<file path="config.mk">
export PLATFORM = sky130hd
export DESIGN_NAME = multi_channel_soft_timer_bank
export DESIGN_NICKNAME = d
export VERILOG_FILES = /design/src/mcst_pkg.sv /design/src/mcst_front.sv /design/src/mcst_back.sv /design/src/multi_channel_soft_timer_bank.sv
export SDC_FILE = /design/constraint.sdc
export NUM_CORES = 1
export LEC_CHECK = 0
export ABC_AREA = 1
export BUFFER_PORTS_ARGS = -buffer_cell sky130_fd_sc_hd__clkbuf_2
export CAP_MARGIN = 10
export CORE_UTILIZATION = 55
export CTS_CLUSTER_SIZE = 25
export DETAILED_ROUTE_END_ITERATION = 8
export PLACE_DENSITY = 0.81
export SYNTH_ARGS = -nofsm -noshare
export SYNTH_HDL_FRONTEND = slang
export SYNTH_SLANG_ARGS = --single-unit
</file>
<file path="constraint.sdc">
create_clock -name clk -period 4 [get_ports clk]
set_input_delay 0.8 -clock clk [delete_from_list [all_inputs] [get_ports clk]]
set_output_delay 0.8 -clock clk [all_outputs]
set_load 0.1 [all_outputs]
</file>
<file path="src/mcst_pkg.sv">
`timescale 1ns / 1ps
// Shared types and constants for the timer channel bank.
// Used by mcst_front, mcst_back and multi_channel_soft_timer_bank.
package mcst_pkg;

  // field widths fixed by the item format
  localparam int OPCODE_W = 3;
  localparam int ID_W     = 8;
  localparam int CHAN_W   = 6;
  localparam int VAL_W    = 16;

  // default channel count of the bank
  localparam int CHANNEL_COUNT_DEF = 8;

  // depth of the command queue between front and back
  localparam int QUEUE_DEPTH = 2;

  // raw opcodes on the input channel
  localparam logic [OPCODE_W-1:0] OP_ALLOC  = 3'd0;
  localparam logic [OPCODE_W-1:0] OP_CONFIG = 3'd1;
  localparam logic [OPCODE_W-1:0] OP_START  = 3'd2;
  localparam logic [OPCODE_W-1:0] OP_STOP   = 3'd3;
  localparam logic [OPCODE_W-1:0] OP_RESET  = 3'd4;
  localparam logic [OPCODE_W-1:0] OP_FREE   = 3'd5;
  localparam logic [OPCODE_W-1:0] OP_TICK   = 3'd6;

  // result kinds
  localparam logic KIND_STATUS = 1'b0;
  localparam logic KIND_EXPIRY = 1'b1;

  // classified command; CMD_BAD covers the unused opcode and ids out of range
  typedef enum logic [2:0] {
    CMD_ALLOC,
    CMD_CONFIG,
    CMD_START,
    CMD_STOP,
    CMD_RESET,
    CMD_FREE,
    CMD_TICK,
    CMD_BAD
  } cmd_t;

  // one queued command
  typedef struct packed {
    cmd_t              cmd;
    logic [CHAN_W-1:0] chan;
    logic [VAL_W-1:0]  max_value;
    logic              one_shot;
  } cmd_item_t;

  // back end sequencer states
  typedef enum logic [1:0] {
    ST_IDLE,
    ST_READ,
    ST_EVAL,
    ST_FLUSH
  } seq_state_t;

endpackage

</file>
<file path="src/mcst_front.sv">
`timescale 1ns / 1ps
// Front end: accepts input transfers, classifies them and queues them.
// Depends on mcst_pkg.
module mcst_front #(
  parameter int CHANNEL_COUNT = mcst_pkg::CHANNEL_COUNT_DEF
) (
  input  logic                          clk,
  input  logic                          rst_n,
  input  logic                          in_valid,
  output logic                          in_ready,
  input  logic [mcst_pkg::OPCODE_W-1:0] in_opcode,
  input  logic [mcst_pkg::ID_W-1:0]     in_timer_id,
  input  logic [mcst_pkg::VAL_W-1:0]    in_max_value,
  input  logic                          in_one_shot,
  output logic                          q_valid,
  output mcst_pkg::cmd_item_t           q_item,
  input  logic                          q_pop
);
  import mcst_pkg::*;

  localparam int PTR_W = $clog2(QUEUE_DEPTH);
  localparam int CNT_W = $clog2(QUEUE_DEPTH + 1);

  cmd_item_t        fifo_r [QUEUE_DEPTH];
  logic [PTR_W-1:0] wr_ptr_r, wr_ptr_nxt;
  logic [PTR_W-1:0] rd_ptr_r, rd_ptr_nxt;
  logic [CNT_W-1:0] fill_r, fill_nxt;
  cmd_item_t        dec_item;
  logic             in_range;
  logic             push;

  // id range check
  assign in_range = ({1'b0, in_timer_id} < (ID_W + 1)'(CHANNEL_COUNT));

  // classify the incoming command
  always_comb begin
    dec_item.chan      = in_timer_id[CHAN_W-1:0];
    dec_item.max_value = in_max_value;
    dec_item.one_shot  = in_one_shot;
    unique case (in_opcode)
      OP_ALLOC:  dec_item.cmd = CMD_ALLOC;
      OP_CONFIG: dec_item.cmd = in_range ? CMD_CONFIG : CMD_BAD;
      OP_START:  dec_item.cmd = in_range ? CMD_START  : CMD_BAD;
      OP_STOP:   dec_item.cmd = in_range ? CMD_STOP   : CMD_BAD;
      OP_RESET:  dec_item.cmd = in_range ? CMD_RESET  : CMD_BAD;
      OP_FREE:   dec_item.cmd = in_range ? CMD_FREE   : CMD_BAD;
      OP_TICK:   dec_item.cmd = CMD_TICK;
      default:   dec_item.cmd = CMD_BAD;
    endcase
  end

  // queue handshake
  assign in_ready = (fill_r != CNT_W'(QUEUE_DEPTH));
  assign push     = in_valid && in_ready;
  assign q_valid  = (fill_r != '0);
  assign q_item   = fifo_r[rd_ptr_r];

  // pointer and fill count update
  always_comb begin
    wr_ptr_nxt = push  ? wr_ptr_r + PTR_W'(1) : wr_ptr_r;
    rd_ptr_nxt = q_pop ? rd_ptr_r + PTR_W'(1) : rd_ptr_r;
    fill_nxt   = fill_r + CNT_W'(push) - CNT_W'(q_pop);
  end

  always_ff @(posedge clk) begin
    if (!rst_n) begin
      wr_ptr_r <= '0;
      rd_ptr_r <= '0;
      fill_r   <= '0;
    end else begin
      wr_ptr_r <= wr_ptr_nxt;
      rd_ptr_r <= rd_ptr_nxt;
      fill_r   <= fill_nxt;
    end
  end

  // queue storage
  always_ff @(posedge clk) begin
    if (push) begin
      fifo_r[wr_ptr_r] <= dec_item;
    end
  end

endmodule

</file>
<file path="src/mcst_back.sv">
`timescale 1ns / 1ps
// Back end: channel state, command execution, tick scan and result register.
// Depends on mcst_pkg.
module mcst_back #(
  parameter int CHANNEL_COUNT = mcst_pkg::CHANNEL_COUNT_DEF
) (
  input  logic                        clk,
  input  logic                        rst_n,
  input  logic                        q_valid,
  input  mcst_pkg::cmd_item_t         q_item,
  output logic                        q_pop,
  output logic                        out_valid,
  input  logic                        out_ready,
  output logic                        out_kind,
  output logic [mcst_pkg::CHAN_W-1:0] out_channel,
  output logic                        out_ok,
  output logic                        out_last
);
  import mcst_pkg::*;

  localparam int IDX_W  = (CHANNEL_COUNT > 1) ? $clog2(CHANNEL_COUNT) : 1;
  localparam int SCAN_W = $clog2(CHANNEL_COUNT + 1);

  // per channel flags
  logic [CHANNEL_COUNT-1:0] alloc_r, alloc_nxt;
  logic [CHANNEL_COUNT-1:0] run_r, run_nxt;
  logic [CHANNEL_COUNT-1:0] shot_r, shot_nxt;
  // count and limit memory entries hold a written value; otherwise they read as zero
  logic [CHANNEL_COUNT-1:0] cvld_r, cvld_nxt;
  logic [CHANNEL_COUNT-1:0] lvld_r, lvld_nxt;

  // count and limit memories
  logic [VAL_W-1:0] cnt_mem [CHANNEL_COUNT];
  logic [VAL_W-1:0] lim_mem [CHANNEL_COUNT];
  logic [VAL_W-1:0] cnt_q_r;
  logic [VAL_W-1:0] lim_q_r;

  seq_state_t        st_r, st_nxt;
  logic [SCAN_W-1:0] scan_r, scan_nxt;
  logic              hold_vld_r, hold_vld_nxt;
  logic [IDX_W-1:0]  hold_ch_r, hold_ch_nxt;

  // result register
  logic              out_valid_r, out_valid_nxt;
  logic              out_kind_r, out_kind_nxt;
  logic [CHAN_W-1:0] out_channel_r, out_channel_nxt;
  logic              out_ok_r, out_ok_nxt;
  logic              out_last_r, out_last_nxt;

  logic              slot_free;
  logic              scan_done;
  logic [IDX_W-1:0]  scan_idx;
  logic [IDX_W-1:0]  cmd_idx;
  logic              scan_active;
  logic [VAL_W-1:0]  cnt_val;
  logic [VAL_W-1:0]  lim_val;
  logic              expire;
  logic              eval_go;
  logic              free_found;
  logic [IDX_W-1:0]  free_idx;
  logic              cnt_we;
  logic              lim_we;

  assign slot_free   = !out_valid_r || out_ready;
  assign scan_done   = (scan_r == SCAN_W'(CHANNEL_COUNT));
  assign scan_idx    = scan_r[IDX_W-1:0];
  assign cmd_idx     = q_item.chan[IDX_W-1:0];
  assign scan_active = alloc_r[scan_idx] && run_r[scan_idx];

  // channel values seen during the scan
  assign cnt_val = cvld_r[scan_idx] ? cnt_q_r : '0;
  assign lim_val = lvld_r[scan_idx] ? lim_q_r : '0;
  assign expire  = (cnt_val >= lim_val);
  // a new expiry pushes the held one out, which needs a free result slot
  assign eval_go = !(expire && hold_vld_r && !slot_free);

  // lowest free channel for allocate
  always_comb begin
    free_found = 1'b0;
    free_idx   = '0;
    for (int i = CHANNEL_COUNT - 1; i >= 0; i--) begin
      if (!alloc_r[i]) begin
        free_found = 1'b1;
        free_idx   = IDX_W'(i);
      end
    end
  end

  // next state
  always_comb begin
    st_nxt = st_r;
    unique case (st_r)
      ST_IDLE: begin
        if (q_valid && q_item.cmd == CMD_TICK) begin
          st_nxt = ST_READ;
        end
      end
      ST_READ: begin
        if (scan_done) begin
          st_nxt = ST_FLUSH;
        end else if (scan_active) begin
          st_nxt = ST_EVAL;
        end
      end
      ST_EVAL: begin
        if (eval_go) begin
          st_nxt = ST_READ;
        end
      end
      ST_FLUSH: begin
        if (!hold_vld_r || slot_free) begin
          st_nxt = ST_IDLE;
        end
      end
      default: st_nxt = ST_IDLE;
    endcase
  end

  // datapath control per state
  always_comb begin
    q_pop           = 1'b0;
    alloc_nxt       = alloc_r;
    run_nxt         = run_r;
    shot_nxt        = shot_r;
    cvld_nxt        = cvld_r;
    lvld_nxt        = lvld_r;
    scan_nxt        = scan_r;
    hold_vld_nxt    = hold_vld_r;
    hold_ch_nxt     = hold_ch_r;
    cnt_we          = 1'b0;
    lim_we          = 1'b0;
    out_valid_nxt   = out_valid_r && !out_ready;
    out_kind_nxt    = out_kind_r;
    out_channel_nxt = out_channel_r;
    out_ok_nxt      = out_ok_r;
    out_last_nxt    = out_last_r;
    unique case (st_r)
      ST_IDLE: begin
        if (q_valid && q_item.cmd == CMD_TICK) begin
          // start a scan from channel zero
          q_pop        = 1'b1;
          scan_nxt     = '0;
          hold_vld_nxt = 1'b0;
        end else if (q_valid && slot_free) begin
          // command with one status result
          q_pop           = 1'b1;
          out_valid_nxt   = 1'b1;
          out_kind_nxt    = KIND_STATUS;
          out_channel_nxt = q_item.chan;
          out_ok_nxt      = 1'b0;
          out_last_nxt    = 1'b1;
          unique case (q_item.cmd)
            CMD_ALLOC: begin
              out_channel_nxt = '0;
              if (free_found) begin
                alloc_nxt[free_idx] = 1'b1;
                out_channel_nxt     = CHAN_W'(free_idx);
                out_ok_nxt          = 1'b1;
              end
            end
            CMD_CONFIG: begin
              if (alloc_r[cmd_idx]) begin
                run_nxt[cmd_idx]  = 1'b0;
                cvld_nxt[cmd_idx] = 1'b0;
                lvld_nxt[cmd_idx] = 1'b1;
                shot_nxt[cmd_idx] = q_item.one_shot;
                lim_we            = 1'b1;
                out_ok_nxt        = 1'b1;
              end
            end
            CMD_START: begin
              if (alloc_r[cmd_idx] && !run_r[cmd_idx]) begin
                run_nxt[cmd_idx] = 1'b1;
                out_ok_nxt       = 1'b1;
              end
            end
            CMD_STOP: begin
              if (alloc_r[cmd_idx] && run_r[cmd_idx]) begin
                run_nxt[cmd_idx] = 1'b0;
                out_ok_nxt       = 1'b1;
              end
            end
            CMD_RESET: begin
              if (alloc_r[cmd_idx] && !run_r[cmd_idx]) begin
                cvld_nxt[cmd_idx] = 1'b0;
                out_ok_nxt        = 1'b1;
              end
            end
            CMD_FREE: begin
              if (alloc_r[cmd_idx] && !run_r[cmd_idx]) begin
                alloc_nxt[cmd_idx] = 1'b0;
                run_nxt[cmd_idx]   = 1'b0;
                shot_nxt[cmd_idx]  = 1'b0;
                cvld_nxt[cmd_idx]  = 1'b0;
                lvld_nxt[cmd_idx]  = 1'b0;
                out_ok_nxt         = 1'b1;
              end
            end
            default: out_ok_nxt = 1'b0;
          endcase
        end
      end
      ST_READ: begin
        // idle channels are skipped without an evaluation step
        if (!scan_done && !scan_active) begin
          scan_nxt = scan_r + SCAN_W'(1);
        end
      end
      ST_EVAL: begin
        if (eval_go) begin
          scan_nxt = scan_r + SCAN_W'(1);
          if (expire) begin
            cvld_nxt[scan_idx] = 1'b0;
            if (shot_r[scan_idx]) begin
              alloc_nxt[scan_idx] = 1'b0;
              run_nxt[scan_idx]   = 1'b0;
              shot_nxt[scan_idx]  = 1'b0;
              lvld_nxt[scan_idx]  = 1'b0;
            end
            // the previous expiry is not the last one
            if (hold_vld_r) begin
              out_valid_nxt   = 1'b1;
              out_kind_nxt    = KIND_EXPIRY;
              out_channel_nxt = CHAN_W'(hold_ch_r);
              out_ok_nxt      = 1'b1;
              out_last_nxt    = 1'b0;
            end
            hold_vld_nxt = 1'b1;
            hold_ch_nxt  = scan_idx;
          end else begin
            cnt_we             = 1'b1;
            cvld_nxt[scan_idx] = 1'b1;
          end
        end
      end
      ST_FLUSH: begin
        // the held expiry closes the tick
        if (hold_vld_r && slot_free) begin
          out_valid_nxt   = 1'b1;
          out_kind_nxt    = KIND_EXPIRY;
          out_channel_nxt = CHAN_W'(hold_ch_r);
          out_ok_nxt      = 1'b1;
          out_last_nxt    = 1'b1;
          hold_vld_nxt    = 1'b0;
        end
      end
      default: q_pop = 1'b0;
    endcase
  end

  // control registers
  always_ff @(posedge clk) begin
    if (!rst_n) begin
      st_r        <= ST_IDLE;
      alloc_r     <= '0;
      run_r       <= '0;
      shot_r      <= '0;
      cvld_r      <= '0;
      lvld_r      <= '0;
      scan_r      <= '0;
      hold_vld_r  <= 1'b0;
      out_valid_r <= 1'b0;
    end else begin
      st_r        <= st_nxt;
      alloc_r     <= alloc_nxt;
      run_r       <= run_nxt;
      shot_r      <= shot_nxt;
      cvld_r      <= cvld_nxt;
      lvld_r      <= lvld_nxt;
      scan_r      <= scan_nxt;
      hold_vld_r  <= hold_vld_nxt;
      out_valid_r <= out_valid_nxt;
    end
  end

  // payload registers
  always_ff @(posedge clk) begin
    hold_ch_r     <= hold_ch_nxt;
    out_kind_r    <= out_kind_nxt;
    out_channel_r <= out_channel_nxt;
    out_ok_r      <= out_ok_nxt;
    out_last_r    <= out_last_nxt;
  end

  // count and limit memories, one registered read for the scanned channel
  always_ff @(posedge clk) begin
    if (cnt_we) begin
      cnt_mem[scan_idx] <= cnt_val + VAL_W'(1);
    end
    if (lim_we) begin
      lim_mem[cmd_idx] <= q_item.max_value;
    end
    if (st_r == ST_READ && !scan_done) begin
      cnt_q_r <= cnt_mem[scan_idx];
      lim_q_r <= lim_mem[scan_idx];
    end
  end

  assign out_valid   = out_valid_r;
  assign out_kind    = out_kind_r;
  assign out_channel = out_channel_r;
  assign out_ok      = out_ok_r;
  assign out_last    = out_last_r;

endmodule

</file>
<file path="src/multi_channel_soft_timer_bank.sv">
`timescale 1ns / 1ps
// Top level of the timer channel bank: command queue front end and executing back end.
// Depends on mcst_pkg, mcst_front and mcst_back.
//
//   channel   direction  handshake             payload
//   in_       input      in_valid / in_ready   opcode, timer_id, max_value, one_shot
//   out_      output     out_valid / out_ready kind, channel, ok, last
//
// A command other than tick executes once it reaches the back end.
// A tick leaves the queue, then scans the channels with one count/limit memory read port:
// an idle channel is skipped in ST_READ, a running one goes through ST_READ and ST_EVAL,
// and ST_FLUSH then sends any held expiry to close the tick; the scan runs longer
// while out_ready holds back an expiry.
// Reset clears all channels at once; no clearing pass is needed.
// A two entry queue lets the input side run ahead while results wait on out_ready.
module multi_channel_soft_timer_bank #(
  parameter int CHANNEL_COUNT = mcst_pkg::CHANNEL_COUNT_DEF
) (
  input  logic                          clk,
  input  logic                          rst_n,
  input  logic                          in_valid,
  output logic                          in_ready,
  input  logic [mcst_pkg::OPCODE_W-1:0] in_opcode,
  input  logic [mcst_pkg::ID_W-1:0]     in_timer_id,
  input  logic [mcst_pkg::VAL_W-1:0]    in_max_value,
  input  logic                          in_one_shot,
  output logic                          out_valid,
  input  logic                          out_ready,
  output logic                          out_kind,
  output logic [mcst_pkg::CHAN_W-1:0]   out_channel,
  output logic                          out_ok,
  output logic                          out_last
);
  import mcst_pkg::*;

  logic      q_valid;
  cmd_item_t q_item;
  logic      q_pop;

  // accept and classify
  mcst_front #(
    .CHANNEL_COUNT(CHANNEL_COUNT)
  ) u_front (
    .clk          (clk),
    .rst_n        (rst_n),
    .in_valid     (in_valid),
    .in_ready     (in_ready),
    .in_opcode    (in_opcode),
    .in_timer_id  (in_timer_id),
    .in_max_value (in_max_value),
    .in_one_shot  (in_one_shot),
    .q_valid      (q_valid),
    .q_item       (q_item),
    .q_pop        (q_pop)
  );

  // execute and report
  mcst_back #(
    .CHANNEL_COUNT(CHANNEL_COUNT)
  ) u_back (
    .clk         (clk),
    .rst_n       (rst_n),
    .q_valid     (q_valid),
    .q_item      (q_item),
    .q_pop       (q_pop),
    .out_valid   (out_valid),
    .out_ready   (out_ready),
    .out_kind    (out_kind),
    .out_channel (out_channel),
    .out_ok      (out_ok),
    .out_last    (out_last)
  );

endmodule

</file>
# Word-level counts from Yosys, hierarchy flattened
# Memory sizes are Yosys's and may differ from the RTL's. A register that Yosys moved wholly into a read port is not among the register bits.
# Cells that the tools add are included.
totals:
  register_bits: 64
  ramBits: 308
  in_bits: 32
  out_inout_bits: 11
  elab_cells: 292
  n_memories: 3
memory_table:
  columns: ["memory", "depth", "word_bits", "read_ports", "rd_ports_with_merged_regs", "write_ports", "line_no", "rtl"]
  rows:
  - ["u_back.cnt_mem", 8, 16, 1, 1, 1, "mcst_back.sv:33", "logic [VAL_W-1:0] cnt_mem [CHANNEL_COUNT];"]
  - ["u_back.lim_mem", 8, 16, 1, 1, 1, "mcst_back.sv:34", "logic [VAL_W-1:0] lim_mem [CHANNEL_COUNT];"]
  - ["u_front.fifo_r", 2, 26, 1, 1, 1, "mcst_front.sv:24", "cmd_item_t fifo_r [QUEUE_DEPTH];"]
op_classes:
  addsub: 6
  magnitude_cmp: 8
  eq_ne: 38
  mux: 161
  n_bitwise: 17
  reduce_logical: 42
op_table:
  columns: ["op", "count"]
  rows:
  - ["$mux 8", 36]
  - ["$pmux 8 s2", 9]
  - ["$and 8x8->8", 10]
  - ["$mux 1", 63]
  - ["$mux 6", 7]
  - ["$mux 3", 12]
  - ["$mux 16", 2]
  - ["$or 8x8->8", 4]
  - ["$pmux 8 s4", 1]
  - ["$ne 3x2->1 const B", 8]
  - ["$bmux 1 s3", 7]
  - ["$pmux 3 s7", 1]
  - ["$eq 3x3->1 const B", 6]
  - ["$pmux 6 s3", 1]
  - ["$reduce_and 9->1", 2]
  - ["$add 16x1->16 const B", 1]
  - ["$ge 16x16->1", 1]
  - ["$ne 2x1->1 const B", 8]
  - ["$not 8->8", 2]
  - ["$logic_and 1x1->1", 15]
  - ["$pmux 1 s3", 5]
  - ["$mux 2", 7]
  - ["$reduce_and 7->1", 2]
  - ["$eq 3x2->1 const B", 4]
  - ["34 further kinds", 58]

# Longest topological paths before layout
logic_depth:
  depth_word: 18
  ltp_mapped: 31
  depth_no_buf: 28

# Cells and area by module
# A second synthesis with hierarchy kept.
unflattened:
  cells_unflattened: 1495
  hier_area_um2: 17570.6
modules_own_cells:
  columns: ["mod", "n_inst", "cells_each", "area_per_inst_um2", "seq_area_each_um2"]
  rows:
  - ["mcst_back", 1, 1367, 15302.2, 9969.6]
  - ["mcst_front", 1, 128, 2268.4, 1661.6]

# Least setup slack after synthesis
# Ideal clock, no wire load.
synth_timing:
  path_kind: "register to register"
  startpoint: "register u_back.scan_r[0]"
  endpoint: "memory u_back.cnt_mem[0][0] (enable)"
  setup_time_ns: 0.390
  arrival_time_ns: 3.299
  required_ns: 3.610
  slack_ns: 0.311
  path_stages_with_launch: 26
  path_buffers: 3
  synth_period_minus_slack_ns: 3.689
  cell_sequence: "dfxtp_1 inv_2 buf_6 nand2_1 nand2_1 nand2_1 nand2_1 nand2_1 nand2_4 inv_1 buf_2 nor2_1 inv_1 ha_1 inv_1 nand2_1 a21oi_1 nand2_1 nand2_1 nand2_1 nand2_1 nand2_1 nand2_2 nand3_4 clkbuf_1 nor2_1"
synth_via:
  elab_chain_cells: 10
  word_cells_on_any_way: 14
  classes_between: "order compare: 1; mux: 11; reduce/logical: 2"
synth_lines:
  columns: ["item", "line_no", "rtl"]
  rows:
  - ["from (decl)", "mcst_back.sv:39", "logic [SCAN_W-1:0] scan_r, scan_nxt;"]
  - ["from (signal assigned)", "mcst_back.sv:270", "scan_r <= scan_nxt;"]
  - ["$bmux 1 s3, on equally long branches", "mcst_back.sv:71, mcst_back.sv:72", null]
  - ["$mux 1, on equally long branches", "mcst_back.sv:71, mcst_back.sv:72", null]
  - ["$mux 16, on equally long branches", "mcst_back.sv:71, mcst_back.sv:72", null]
  - ["$ge 16x16->1", "mcst_back.sv:73", "assign expire = (cnt_val >= lim_val);"]
  - ["$logic_and 1x1->1 (2 in series)", "mcst_back.sv:75", "assign eval_go = !(expire && hold_vld_r && !slot_free);"]
  - ["$mux 1", "mcst_back.sv:210", "if (eval_go) begin"]
  - ["$mux 1", "mcst_back.sv:137", "unique case (st_r)"]
  - ["$mux 1", "mcst_back.sv:287", "if (cnt_we) begin"]
  - ["$mux 1 (not written as such)", "mcst_back.sv:288", "cnt_mem[scan_idx] <= cnt_val + VAL_W'(1);"]
  - ["to (decl)", "mcst_back.sv:33", null]
# Parallel ways exist; a longest one is shown, timed or not. The select of a mux whose other input is x is not followed.

==> impl_results.html <==
<table>
<tr><th>Metric</th><th>Value</th></tr>
<tr><th colspan="2">Run status</th></tr>
<tr><td>Result of the run</td><td>complete, no violations</td></tr>
<tr><th colspan="2">Setup path</th></tr>
<tr><td>Type of destination of the critical path</td><td>flop</td></tr>
<tr><td>Crit Path Max Fanout</td><td>23</td></tr>
<tr><td>CP max stage delay</td><td>just under 0.4 ns</td></tr>
<tr><td>Crit start category</td><td>flop</td></tr>
<tr><td>Critical Setup Path Class</td><td>flop to flop</td></tr>
<tr><td>Slowest cell on the critical path</td><td>sky130_fd_sc_hd__dfxtp_1</td></tr>
<tr><td>Reg2Reg Depth</td><td>24</td></tr>
<tr><td>Most frequent cell on the critical path</td><td>sky130_fd_sc_hd__nand2_1</td></tr>
<tr><td>Worst EP arrival</td><td>4.12 ns</td></tr>
<tr><td>Crit-path cells</td><td>buf_4 -&gt; nand2_1 -&gt; nand2_1 -&gt; nand2_1 -&gt; nand2_1 -&gt; nand2_2 -&gt; nand2_4 -&gt; clkinvlp_4 -&gt; buf_4 -&gt; nor2_1 -&gt; ha_1 -&gt; inv_1 -&gt; nor3_1 -&gt; a211oi_1 -&gt; nand2_1 -&gt; nand2_2 -&gt; nand2_4 -&gt; nand2_4 -&gt; nand2_2 -&gt; nor2_8 -&gt; buf_12 -&gt; nand3_1 -&gt; nand2_1 -&gt; a21oi_1</td></tr>
<tr><td>Reg2reg setup slack</td><td>roughly 0.28 ns</td></tr>
<tr><td>Worst EP required</td><td>4.40 ns</td></tr>
<tr><td>Startpoint of the lowest-slack register-to-register path</td><td>u_back.scan_r[0]</td></tr>
<tr><th colspan="2">Clocking</th></tr>
<tr><td>Count of H-tree levels built during CTS</td><td>2</td></tr>
<tr><td>Buffer cell driving the clock tree root</td><td>sky130_fd_sc_hd__clkbuf_16</td></tr>
<tr><td>TritonCTS buffer count</td><td>41</td></tr>
<tr><td>Clock insertion delay at the later pin of the skew report</td><td>between 0.5 and 0.6 ns</td></tr>
<tr><td>Hold buffer count at cts</td><td>0</td></tr>
<tr><td>Worst-path clk slew</td><td>roughly 0.060 ns</td></tr>
<tr><td>Clock sink total</td><td>just over 400</td></tr>
<tr><td>Number of buffers on the longest clock path</td><td>3</td></tr>
<tr><td>Clock tree from TritonCTS</td><td>built</td></tr>
<tr><th colspan="2">STA</th></tr>
<tr><td>Number of max-slew violations in the final report</td><td>0</td></tr>
<tr><td>Headroom to the max-slew limit</td><td>between 40 and 50%</td></tr>
<tr><td>Slew at the pin closest to its max-slew limit</td><td>about 0.83 ns</td></tr>
<tr><td>Setup slack after layout</td><td>0.280 ns</td></tr>
<tr><td>Setup Total Neg Slack</td><td>0 ns</td></tr>
<tr><td>Final count of negative-setup-slack endpoints</td><td>0</td></tr>
<tr><td>Tmin final</td><td>about 3.7 ns</td></tr>
<tr><td>Final hold violations</td><td>0</td></tr>
<tr><td>Worst Skew</td><td>between 0.015 and 0.02 ns</td></tr>
<tr><td>Share of the clock period used by the worst path</td><td>between 90 and 100%</td></tr>
<tr><td>Setup repair after global routing missed its margin</td><td>false</td></tr>
<tr><td>FMAX</td><td>~270 MHz</td></tr>
<tr><td>Worst Hold Margin</td><td>~0.43 ns</td></tr>
<tr><th colspan="2">Power and ir drop</th></tr>
<tr><td>VDD IR max</td><td>around 0.64 mV</td></tr>
<tr><td>Power density over the cells</td><td>660 mW/mm2</td></tr>
<tr><td>Switching power as a share of total power</td><td>a little over a third</td></tr>
<tr><td>Power dissipated by switching net loads</td><td>approximately 4.7 mW</td></tr>
<tr><td>Overall power after layout</td><td>13.0 mW</td></tr>
<tr><td>Leakage</td><td>between 7 and 8 nW</td></tr>
<tr><td>Comb power frac</td><td>approximately 29%</td></tr>
<tr><td>Reg power frac</td><td>around two fifths</td></tr>
<tr><td>Internal power</td><td>8.38 mW</td></tr>
<tr><td>Share of total power in the clock network</td><td>29.8%</td></tr>
<tr><th colspan="2">Hold path</th></tr>
<tr><td>Endpoint of the worst hold path</td><td>u_front.fifo_r[1][6]</td></tr>
<tr><td>WHS Path Cells</td><td>1</td></tr>
<tr><td>Critical hold path startpoint</td><td>in_max_value[5]</td></tr>
<tr><td>Worst hold-check path type</td><td>input pin to flop</td></tr>
<tr><th colspan="2">Floorplanning</th></tr>
<tr><td>Starting utilization of the core area</td><td>55.8%</td></tr>
<tr><td>Total number of placement rows</td><td>65</td></tr>
<tr><td>Horiz. Die Dim</td><td>~180 um</td></tr>
<tr><td>Vertical extent of the die</td><td>181 um</td></tr>
<tr><td>Num ports</td><td>43</td></tr>
<tr><td>Core footprint</td><td>about 0.032 mm2</td></tr>
<tr><td>DIE AREA</td><td>around 0.033 mm2</td></tr>
<tr><th colspan="2">Finish</th></tr>
<tr><td>Area growth syn-to-layout</td><td>12.3%</td></tr>
<tr><td>Number of fill cells in the layout</td><td>between 2k and 2.5k</td></tr>
<tr><td>Core utilization of the finished layout</td><td>between 60% and 70%</td></tr>
<tr><td>Filler-free cell count of the finished design</td><td>2050</td></tr>
<tr><td>Total non-filler cell area in the finished layout</td><td>between 0.015 and 0.02 mm2</td></tr>
<tr><td>Final layout net count</td><td>between 1.5k and 2k</td></tr>
<tr><td>Diodes inserted</td><td>0</td></tr>
<tr><td>Share of layout cells above drive strength 1</td><td>14.2%</td></tr>
<tr><th colspan="2">Global routing</th></tr>
<tr><td>Global-route wire length before repair</td><td>66700 um</td></tr>
<tr><td>Tot GR Track Use</td><td>roughly a quarter</td></tr>
<tr><td>Initial antenna violation count</td><td>0</td></tr>
<tr><td>Number of global-route vias before repair</td><td>approximately 12k</td></tr>
<tr><td>Pin count of the biggest net entering global routing</td><td>38</td></tr>
<tr><td>Overall overflow remaining after global route</td><td>0</td></tr>
<tr><th colspan="2">Route</th></tr>
<tr><td>Total via count in the routed design</td><td>~12k</td></tr>
<tr><td>Length of the first detailed-routing pass in iterations</td><td>6</td></tr>
<tr><td>Total wire length</td><td>between 40000 and 50000 um</td></tr>
<tr><td>DRC Markers</td><td>0</td></tr>
<tr><td>Avg WL per Cell</td><td>about 21 um</td></tr>
<tr><td>ANT nets after route</td><td>0</td></tr>
<tr><td>Per-cell via count in the routed design</td><td>6.10</td></tr>
<tr><td>First-iteration detailed-routing DRC count</td><td>1501</td></tr>
<tr><th colspan="2">Placement</th></tr>
<tr><td>Port Buffer Count</td><td>42</td></tr>
<tr><td>Setup Slack @ Placement</td><td>0.274 ns</td></tr>
<tr><td>Final HPWL DP</td><td>26800 um</td></tr>
<tr><td>Number of instances in the placed design</td><td>around 2.0k</td></tr>
<tr><td>Weighted congestion at the end of routability-driven global placement</td><td>just over 0.9</td></tr>
<tr><td>Placed cell area</td><td>~0.018 mm2</td></tr>
<tr><th colspan="2">Synthesis</th></tr>
<tr><td>Async set-reset flop share out of synthesis</td><td>0%</td></tr>
<tr><td>Primary flip-flop cell chosen by synthesis mapping</td><td>sky130_fd_sc_hd__edfxtp_1</td></tr>
<tr><td>Synth Register Bits</td><td>approximately 410</td></tr>
<tr><td>Register area share after synthesis</td><td>around two thirds</td></tr>
<tr><td>Main area contributors after synthesis</td><td>sky130_fd_sc_hd__edfxtp_1 60%, sky130_fd_sc_hd__nand2_1 7.6%, sky130_fd_sc_hd__dfxtp_1 6.0%</td></tr>
<tr><td>Area share of the largest cell type after synthesis</td><td>about three fifths</td></tr>
<tr><td>Library cell with the largest summed area after synthesis</td><td>sky130_fd_sc_hd__edfxtp_1</td></tr>
<tr><td>Count of synthesis-stage warnings from yosys</td><td>0</td></tr>
<tr><td>Netlist area before placement</td><td>between 0.015 and 0.02 mm2</td></tr>
<tr><td>Distinct cell type count after synthesis</td><td>between 50 and 60</td></tr>
<tr><td>Most repeated cell in the gate-level netlist after synthesis</td><td>sky130_fd_sc_hd__nand2_1</td></tr>
<tr><td>Synthesized area per cell</td><td>11.4 um2</td></tr>
<tr><td>Number of enable flip-flop cells after synthesis</td><td>352</td></tr>
<tr><td>Top cells by instance count after synthesis</td><td>358 x sky130_fd_sc_hd__nand2_1, 352 x sky130_fd_sc_hd__edfxtp_1, 115 x sky130_fd_sc_hd__inv_1</td></tr>
<tr><td>Post-synthesis net count</td><td>1601</td></tr>
<tr><td>Post-synthesis instance total</td><td>between 1.5k and 2k</td></tr>
<tr><th colspan="2">Flow run</th></tr>
<tr><td>Count of max-cap constraint violations</td><td>0</td></tr>
</table>
-- layer usage --
metal	vias to the layer above	track usage [%]	wire length, um
li1	5684	-	-
met1	6029	36.2	17300
met2	675	42.7	20500
met3	108	4.54	4090
met4	0	9.44	1230
met5	-	0	0
-- cell families (layout without fill, tap and decap cells) --
family	count (synthesis)	count (layout)	synth area share, %
AO/OA/AOI/OAI	274	274	10.2
AND/OR/NAND/NOR	636	637	16.7
buffers and inverters	193	295	4.68
flip-flops	405	405	66.1
adder cells (fa/ha/maj)	24	24	1.71
XOR/XNOR	13	13	0.647
-- how the worst max path moves through the flow --
stage / cells past startpoint / end / slack, ns / startpoint
after detailed placement: 26 / flop / 0.27 / u_back.scan_r[1]
after global routing: 28 / flop / 0.03 / u_back.scan_r[0]
after floorplan: 25 / u_back.cnt_mem[0][0] / 0.31 / u_back.scan_r[0]
after CTS: 26 / flop / 0.21 / u_back.scan_r[1]
final: 24 / flop / 0.28 / u_back.scan_r[0]
after global placement: 21 / flop / 0.41 / u_back.scan_r[1]
-- layout by cell type, fill, tap and decap left out, drive strengths merged, types with 49 or more instances in the layout --
master  count
nand3      85
clkbuf     90
edfxtp    352
nand2     375
dfxtp      53
nand4      49
o21ai      65
a21oi      85
nor2       95
inv       131
-- sequential cells by signal (all words and copies together) (netlist names), named ones only --
signal,count
u_back.lim_mem,128
u_back.out_valid,1
u_back.hold_vld_r,1
u_back.scan_r,4
u_back.cnt_mem,128
u_back.shot_r,8
u_back.alloc_r,8
u_back.cnt_q_r,16
u_front.fill_r,2
u_back.out_last,1
u_back.st_r,2
u_front.rd_ptr_r,1
u_back.out_channel,6
u_back.lim_q_r,16
u_front.fifo_r,52
u_back.hold_ch_r,3
u_back.out_kind,1
u_front.wr_ptr_r,1
u_back.out_ok,1
-- power groups by stage --
stage / Clock (mW) / Sequential (mW) / Combinational, mW
2_1_floorplan: 0 / 5.79 / 2.40
3_3_place_gp: 0 / 5.49 / 3.53
3_5_place_dp: 0 / 5.50 / 3.63
4_1_cts: 3.93 / 5.41 / 3.65
5_1_grt: 4.10 / 5.44 / 4.04
6_report: 3.89 / 5.42 / 3.74
-- layout make-up --
type / instances / area [um2] / share of cell area [%]
Sequential cell: 405 / 11600 / 58.9
Clock inverter: 27 / 315 / 1.60
Inverter: 132 / 507 / 2.56
Tap cell: 402 / 503 / 2.55
Multi-Input combinational cell: 948 / 5170 / 26.2
Clock buffer: 48 / 1060 / 5.38
Timing Repair Buffer: 88 / 568 / 2.88
-- critical path: cells and delay by family (launching register included) --
family | cells | cell delay (ns)
and+or+nand+nor | 16 | 1.76
buffers and inverters | 5 | 0.82
DFF | 1 | 0.39
AOI/OAI and AO/OA | 2 | 0.32
adders and majority gates | 1 | 0.28
-- repair_timing --
action | CTS | global route
gates resized for setup | 0 | 3
buffers inserted | 0 | 3
setup endpoints to repair | 0 | 45
(Power assumes the default switching activity.)
